**src/rtl/core/psp_pkg.sv**
```systemverilog
`timescale 1ns / 1ps
// Shared types, constants and command decode for the path segment point evaluator.
// Used by every module under rtl/core; depends on nothing.
package psp_pkg;

    localparam int COORD_BITS  = 16;
    localparam int T_FRAC_BITS = 16;
    localparam int T_BITS      = T_FRAC_BITS + 1;

    localparam logic [T_BITS-1:0] T_ONE = T_BITS'(1) << T_FRAC_BITS;

    typedef logic signed [COORD_BITS-1:0] coord_t;
    typedef logic [T_BITS-1:0]            param_t;

    // ASCII command letters
    localparam logic [7:0] CMD_MARKER  = 8'h31; // '1'
    localparam logic [7:0] CMD_CUBIC_C = 8'h63; // 'c'
    localparam logic [7:0] CMD_CUBIC_S = 8'h73; // 's'
    localparam logic [7:0] CMD_CUBIC_UC = 8'h43; // 'C'
    localparam logic [7:0] CMD_CUBIC_US = 8'h53; // 'S'
    localparam logic [7:0] CMD_LINE_L  = 8'h6C; // 'l'
    localparam logic [7:0] CMD_LINE_H  = 8'h68; // 'h'
    localparam logic [7:0] CMD_LINE_V  = 8'h76; // 'v'
    localparam logic [7:0] CMD_LINE_Z  = 8'h7A; // 'z'
    localparam logic [7:0] CMD_LINE_UL = 8'h4C; // 'L'
    localparam logic [7:0] CMD_LINE_UZ = 8'h5A; // 'Z'
    localparam logic [7:0] CMD_MOVE_M  = 8'h6D; // 'm'
    localparam logic [7:0] CMD_MOVE_UM = 8'h4D; // 'M'

    typedef enum logic [1:0] {
        STATUS_OK      = 2'd0,
        STATUS_MARKER  = 2'd1,
        STATUS_UNKNOWN = 2'd2
    } status_t;

    typedef enum logic [2:0] {
        KIND_CUBIC,
        KIND_LINE,
        KIND_MOVE,
        KIND_MARKER,
        KIND_UNKNOWN
    } kind_t;

    // Control that travels alongside the coordinates through the cell rows
    typedef struct packed {
        status_t status;
        logic    linear;
    } ctrl_t;

    typedef struct packed {
        logic [7:0] command_char;
        param_t     t;
        coord_t     x0;
        coord_t     y0;
        coord_t     x1;
        coord_t     y1;
        coord_t     x2;
        coord_t     y2;
        coord_t     x3;
        coord_t     y3;
    } in_t;

    typedef struct packed {
        coord_t  px;
        coord_t  py;
        status_t status;
    } out_t;

    function automatic kind_t decode_cmd(input logic [7:0] cmd);
        kind_t kind;
        case (cmd)
            CMD_MARKER: kind = KIND_MARKER;
            CMD_CUBIC_C, CMD_CUBIC_S, CMD_CUBIC_UC, CMD_CUBIC_US: kind = KIND_CUBIC;
            CMD_LINE_L, CMD_LINE_H, CMD_LINE_V, CMD_LINE_Z,
            CMD_LINE_UL, CMD_LINE_UZ: kind = KIND_LINE;
            CMD_MOVE_M, CMD_MOVE_UM: kind = KIND_MOVE;
            default: kind = KIND_UNKNOWN;
        endcase
        return kind;
    endfunction

endpackage

```
**src/rtl/core/psp_lerp_cell.sv**
```systemverilog
`timescale 1ns / 1ps
// One interpolation cell: registered, rounded lerp of a toward b by t.
// Depends on psp_pkg for coordinate and parameter types.
module psp_lerp_cell (
    input  logic             aclk,
    input  logic             en,
    input  psp_pkg::coord_t  a,
    input  psp_pkg::coord_t  b,
    input  psp_pkg::param_t  t,
    output psp_pkg::coord_t  q
);

    localparam int CB = psp_pkg::COORD_BITS;
    localparam int TF = psp_pkg::T_FRAC_BITS;
    localparam int PW = CB + TF + 3;
    localparam logic signed [PW-1:0] HALF = PW'(1) << (TF - 1);

    logic signed [CB:0]   diff;
    logic signed [TF+1:0] t_s;
    logic signed [PW-1:0] prod;
    logic signed [PW-1:0] scaled;
    logic signed [CB:0]   a_ext;
    logic signed [CB:0]   sum;
    psp_pkg::coord_t      q_reg;
    psp_pkg::coord_t      q_next;

    // a*(1-t) + b*t equals a + (b-a)*t; the a*ONE term leaves the rounding untouched
    always_comb begin
        a_ext  = {a[CB-1], a};
        diff   = {b[CB-1], b} - a_ext;
        t_s    = {1'b0, t};
        prod   = PW'(diff) * PW'(t_s);
        scaled = (prod + HALF) >>> TF;
        sum    = a_ext + scaled[CB:0];
        q_next = sum[CB-1:0];
    end

    always_ff @(posedge aclk) begin
        if (en) begin
            q_reg <= q_next;
        end
    end

    assign q = q_reg;

endmodule

```
**src/rtl/core/psp_level.sv**
```systemverilog
`timescale 1ns / 1ps
// One de Casteljau level: a row of lerp cells for x and y with its valid stage.
// Depends on psp_pkg and psp_lerp_cell.
module psp_level #(
    parameter int NPTS = 4
) (
    input  logic            aclk,
    input  logic            aresetn,
    input  logic            in_valid,
    output logic            in_ready,
    input  psp_pkg::coord_t in_x [NPTS],
    input  psp_pkg::coord_t in_y [NPTS],
    input  psp_pkg::param_t in_t,
    input  psp_pkg::ctrl_t  in_ctrl,
    output logic            out_valid,
    input  logic            out_ready,
    output psp_pkg::coord_t out_x [NPTS-1],
    output psp_pkg::coord_t out_y [NPTS-1],
    output psp_pkg::param_t out_t,
    output psp_pkg::ctrl_t  out_ctrl
);

    logic            valid_reg;
    logic            valid_next;
    psp_pkg::param_t t_reg;
    psp_pkg::ctrl_t  ctrl_reg;
    logic            en;

    // take a new transaction when empty or when the next stage drains this one
    assign en         = !valid_reg || out_ready;
    assign in_ready   = en;
    assign valid_next = en ? in_valid : valid_reg;

    always_ff @(posedge aclk) begin
        if (!aresetn) begin
            valid_reg <= 1'b0;
        end else begin
            valid_reg <= valid_next;
        end
    end

    always_ff @(posedge aclk) begin
        if (en) begin
            t_reg    <= in_t;
            ctrl_reg <= in_ctrl;
        end
    end

    for (genvar i = 0; i < NPTS - 1; i++) begin : g_cell
        psp_lerp_cell u_cell_x (
            .aclk (aclk),
            .en   (en),
            .a    (in_x[i]),
            .b    (in_x[i+1]),
            .t    (in_t),
            .q    (out_x[i])
        );
        psp_lerp_cell u_cell_y (
            .aclk (aclk),
            .en   (en),
            .a    (in_y[i]),
            .b    (in_y[i+1]),
            .t    (in_t),
            .q    (out_y[i])
        );
    end

    assign out_valid = valid_reg;
    assign out_t     = t_reg;
    assign out_ctrl  = ctrl_reg;

endmodule

```
**config.mk**
```make
export PLATFORM = sky130hd
export DESIGN_NAME = psp_level
export DESIGN_NICKNAME = d
export VERILOG_FILES = /design/src/rtl/core/psp_pkg.sv /design/src/rtl/core/psp_lerp_cell.sv /design/src/rtl/core/psp_level.sv
export SDC_FILE = /design/constraint.sdc
export NUM_CORES = 2
export LEC_CHECK = 0
export BUFFER_PORTS_ARGS = -buffer_cell sky130_fd_sc_hd__buf_2
export CORE_ASPECT_RATIO = 1.75
export CORE_MARGIN = 2
export CORE_UTILIZATION = 45
export DETAILED_ROUTE_END_ITERATION = 7
export MAX_ROUTING_LAYER = met4
export SYNTH_ARGS = -nofsm -noshare
export SYNTH_HDL_FRONTEND = slang
export SYNTH_SLANG_ARGS = --single-unit
```
**constraint.sdc**
```tcl
create_clock -name aclk -period 10.38 [get_ports aclk]
set_clock_uncertainty 0.1 [all_clocks]
set_input_delay 0.519 -clock aclk [delete_from_list [all_inputs] [get_ports aclk]]
set_output_delay 0.519 -clock aclk [all_outputs]
set_load 0.1 [all_outputs]
```
---- Word-level counts from Yosys, hierarchy flattened ----
Cells that the tools add are included.
W data, S select, Z words.
word-level totals
  bits in latches ......................... 0
  flip-flop bits (word level) ............. 117
  input bits .............................. 152
  output and inout bits ................... 118
  logic and storage cells ................. 36
  memories kept ........................... 0
  bits in writable memories ............... 0
  memory bits (read-only) ................. 0
cells by class
  shifts and indexed selects .............. 0
  divide/modulo/power cells ............... 0
  reduce and logical (&&, ||, !) cells .... 2
  bitwise logic cells ..................... 0
  order comparisons ....................... 0
  mux-type cells .......................... 0
  add/sub/neg operators ................... 18
  $mul .................................... 6
  equal/unequal tests ..................... 0
operators by type and width
  kind                      number
  $add A32 B17 Y32 const B  6
  $mul A17 B18 Y32          6
  $sub A16 B16 Y17          6
  $add A16 B16 Y16          6
  $logic_not A1 Y1          1
  $logic_or A1 B1 Y1        1

---- Longest topological paths before layout ----
  depth in word-level cells ............... 4
  depth in mapped cells ................... 45
  mapped depth without buffers ............ 44

---- Modules after synthesis ----
Synthesis repeated with hierarchy kept, for this count alone.
unflattened totals
  cells, all modules ...................... 7635
  area total of the unflattened synthesis .. 67183.2 µm²
modules (own cells, without submodules)
  module                                   area each (µm²)  cells an instance  sequential area each (µm²)  times used
  psp_lerp_cell at g_cell[1].u_cell_x ...  11090.6          1264               480.5                       2
  psp_lerp_cell at g_cell[2].u_cell_x      11385.9          1322               480.5                       1
  psp_lerp_cell at g_cell[0].u_cell_y      11051.8          1259               480.5                       1
  psp_lerp_cell at g_cell[2].u_cell_y      10973.0          1257               480.5                       1
  psp_lerp_cell at g_cell[0].u_cell_x      10941.7          1245               480.5                       1
  psp_level                                649.4            24                 620.6                       1

---- Least setup slack after synthesis ----
OpenSTA, ideal clock, no wires.
  path type ............................... input to register
  start point ............................. input in_x[17] (netlist name)
  end point ............................... register g_cell[2].u_cell_x.q_reg[15] (data pin)
  buffers on the path ..................... 1
  required time ........................... 10012 ps
  data arrival time ....................... 9601 ps
  library setup time ...................... 268 ps
  stages on the path ...................... 42
  slack ................................... 411 ps
  cells stage by stage .................... inv_1 ha_1 nor2b_1 o31a_1 nor3_1 o32ai_1 o41ai_1 o21ai_1 o41ai_1 xnor2_1 clkbuf_1 nand2_1 fa_1 inv_1 fa_1 fa_1 fa_1 fa_1 (+6 left out) nor4_1 o21ai_1 a211oi_2 o21bai_1 a21o_1 a21oi_1 xnor2_1 ha_1 nand2_1 nor2_1 a221oi_1 o21ai_0 a31oi_1 o2111ai_1 a21oi_1 xnor2_1 xnor2_1 xnor3_1
on the way
  longest elaborated chain between the ends .. 4
ends and longest elaborated chain
  what                            line                 RTL
  start: declaration              psp_level.sv:11      input psp_pkg::coord_t in_x [NPTS],
  $sub A16 B16 Y17                psp_lerp_cell.sv:30  diff = {b[CB-1], b} - a_ext;
  $mul A17 B18 Y32                psp_lerp_cell.sv:32  prod = PW'(diff) * PW'(t_s);
  $add A32 B17 Y32                psp_lerp_cell.sv:33  scaled = (prod + HALF) >>> TF;
  $add A16 B16 Y16 (*)            psp_lerp_cell.sv:34  sum = a_ext + scaled[CB:0];
  net g_cell[2].u_cell_x.sum[15]  psp_lerp_cell.sv:23  logic signed [CB:0] sum;
  end signal: assignment          psp_lerp_cell.sv:40  q_reg <= q_next;
  end: declaration                psp_lerp_cell.sv:24  psp_pkg::coord_t q_reg;
The timed path passes the listed nets; every way through them passes the cells marked *.
A chain may end at the register's enable or synchronous reset.

---- Final worst setup path ----
  start point ............................. input in_y[0] (netlist name)
  end point ............................... register g_cell[2].u_cell_y.q_reg[15] (data pin)
on the way
  longest elaborated chain between the ends .. 4
ends and longest elaborated chain
  what                            line                 RTL
  start: declaration              psp_level.sv:12      input psp_pkg::coord_t in_y [NPTS],
  $sub A16 B16 Y17                psp_lerp_cell.sv:30
  $mul A17 B18 Y32                psp_lerp_cell.sv:32
  $add A32 B17 Y32                psp_lerp_cell.sv:33
  $add A16 B16 Y16                psp_lerp_cell.sv:34
  net g_cell[2].u_cell_y.sum[15]  psp_lerp_cell.sv:23
  end signal: assignment          psp_lerp_cell.sv:40
  end: declaration                psp_lerp_cell.sv:24
The timed path passes the listed nets, and every way through them passes these cells.

==> impl_metrics.tcl <==
set metrics [dict create \
    vias 50834 \
    tritoncts "built" \
    period_share 0.9429 \
    boundaryPins 270 \
    cts_made_buffers 25 \
    path_max_fanout 9 \
    core_sq_mm 0.1462 \
    mostFrequentLayoutCells "inv_1, fa_1, nand2_1, ha_1, and2_1" \
    synth_area_sq_mm 0.06605 \
    r2r-start "out_valid" \
    worstHoldEndpoint "out_valid" \
    grt_antenna_before_repair 6 \
    yosys_most_used_dff "edfxtp_1" \
    cp-start-kind "input pin" \
    hpwl_mm 158.1 \
    drv_slew 0 \
    synth-compound-area-share 0.05314 \
    die_y_microns 510.8 \
    synth_async_sr_flop_share 0 \
    io_buffers 269 \
    post-route-drc-count 0 \
    cpPeakStageDelay_ns 0.54 \
    clkTransAtPathRegs_ns 0.05 \
    grt_overflow 0 \
    die_x_microns 293.6 \
    viasPerCell 5.244 \
    instances_no_fill 9693 \
    slowest_stage "fa_1" \
    synth-simple-area-share 0.1642 \
    crit_path_frequent_cell "fa_1" \
    final_area_sq_mm 0.07211 \
    synth_xor_area_frac 0.03721 \
    grt_max_degree 57 \
    drv_cap 0 \
    max_slew_margin 0.2397 \
    synth_cell_types 88 \
    r2r_slack_ns 8.44 \
    drtPass1Iterations 6 \
    grt_usage 0.2768 \
    synth_mux_area_frac 0.003220 \
    synth-edff-count 116 \
    synthToLayoutAreaGrowth_pct 9.182 \
    cp.required_ns 10.58 \
    drive_gt1_frac 0.08800 \
    synth_top_family_by_area "adder cells" \
    worstPathArrival_ns 9.98 \
    r2r_cells 2 \
    finalSetupViolations 0 \
    hold_violations 0 \
    rows 186 \
    clock.fmax_mhz 102.2 \
    wl_per_cell_microns 20.08 \
    grt_pass1_wl_mm 309.0 \
    hp-start "in_valid" \
    die-area_sq_mm 0.1500 \
    endpoint_kind "register" \
    synthesis.nets 9814 \
    clock_sinks 117 \
    run_status "finished clean" \
    fillers 14104 \
    syn_avg_cell_area_sq_um 8.825 \
    clk_latency_ns 0.56 \
    synthCells 7484 \
    tightest_slew_ns 1.132 \
    synth_seq_cells 117 \
    fin_util 0.4934 \
    routabilityCongestion 0.9316 \
    ys_seq_area_frac 0.05304 \
    finalNetCount 10131 \
    yosysWarnings 0 \
    clockBufferDepth 3 \
    final_common_cell "inv_1" \
    rsz0062_at_grt "no" \
    hold_path_class "in -> reg" \
    dp_cells 9651 \
    path_class "in -> reg" \
    holdPathStages 3 \
    initial_core_util 0.4519 \
    synth-adder-area-share 0.5667 \
    placed_area_sq_mm 0.07131 \
    ant_nets 0 \
    wl_mm 194.7 \
    period_needed_ns 9.787 \
    htree_levels 4 \
    r2r_end "g_cell[1].u_cell_x.q[7]" \
    clock-root-buffer "clkbuf_16" \
    drtIter0Drc 2272 \
    first_global_vias 56568 \
]
[synthesized netlist by cell type, drive strengths merged, types with 15 or more instances]
cell    instances  share of area
a211oi         23         0.0028
a21o           64         0.0073
a21oi         145          0.011
a31oi          15         0.0014
and2          496          0.047
clkbuf        287          0.016
edfxtp        116          0.053
fa           1356           0.41
ha            822           0.16
inv          1861           0.11
nand2        1020          0.058
nand2b         79         0.0075
nand3          40         0.0030
nand4          21         0.0020
nor2          193          0.011
nor2b         207          0.020
nor3           63         0.0048
o211ai         17         0.0020
o21a           39         0.0044
o21ai          81         0.0062
o21bai         32         0.0037
or2            35         0.0033
or3            21         0.0020
xnor2         203          0.027
xor2           69         0.0091
[worst max-delay path by stage]
| stage | startpoint | end | slack (ns) | cells after the start |
|---|---|---|---|---|
| after floorplan | in_x[17] | g_cell[2].u_cell_x.q[15] | 0.41 | 42 |
| after global placement | in_x[32] | g_cell[0].u_cell_x.q[15] | -0.23 | 40 |
| after detailed placement | in_x[32] | g_cell[0].u_cell_x.q[15] | -0.35 | 40 |
| after CTS | in_x[32] | g_cell[0].u_cell_x.q[15] | 0.20 | 40 |
| after global routing | in_y[17] | g_cell[2].u_cell_y.q[15] | 0.001 | 39 |
| final | in_y[0] | g_cell[2].u_cell_y.q[15] | 0.59 | 42 |
[area by class of cell]
type	count	area, sq um	share of cell area
Inverter	1861	6985	0.09687
Clock buffer	26	629.4	0.008727
Timing Repair Buffer	582	4034	0.05594
Tap cell	1880	2352	0.03262
Antenna cell	6	15.01	0.0002082
Multi-Input combinational cell	5214	54540	0.7563
Clock inverter	7	55.05	0.0007634
Sequential cell	117	3503	0.04858
[stage by stage]
step / setup WS (ns) / hold slack [ns] / setup TNS (ns)
after global placement: -0.2343 / 0.5957 / -0.4408
after floorplan: 0.4113 / 0.5179 / 0
final: 0.5930 / 0.1021 / 0
after global routing: 0.0009832 / 0.09069 / 0
after detailed placement: -0.3457 / 0.5978 / -0.7377
after CTS: 0.1988 / 0.06494 / 0
[worst max-delay path: cells and delay by family]
family	cells	cell delay (ns)
compound gates	12	2.47
xor+xnor	5	0.85
fa+ha+maj	10	4.16
buf+inv	8	0.60
simple gates	7	1.38
[repair_timing]
action / in CTS / in global routing
hold buffers: 3 / 0
setup buffers: 0 / 0
resized for setup: 0 / 12
endpoints found under the hold margin: 3 / 0
endpoints found under the setup margin: 0 / 5
[layer usage]
layer,up-vias,wire length (microns),track usage
met5,-,0,-
met2,1257,104700,0.5055
met4,0,13050,0.1537
li1,22937,-,-
met3,470,6510,0.02168
met1,26170,70420,0.2931
[logic make-up (layout without fill, tap and decap cells)]
group,Yosys count,count (layout)
other cells,0,6
flops,117,117
fa+ha+maj,2178,2178
mux,20,20
compound gates,515,515
buf+inv,2153,2476
xor+xnor,275,275
simple gates,2226,2226
Power is not shown: default switching activity piles up to over one toggle a cycle in this logic, so the estimate is an artifact.
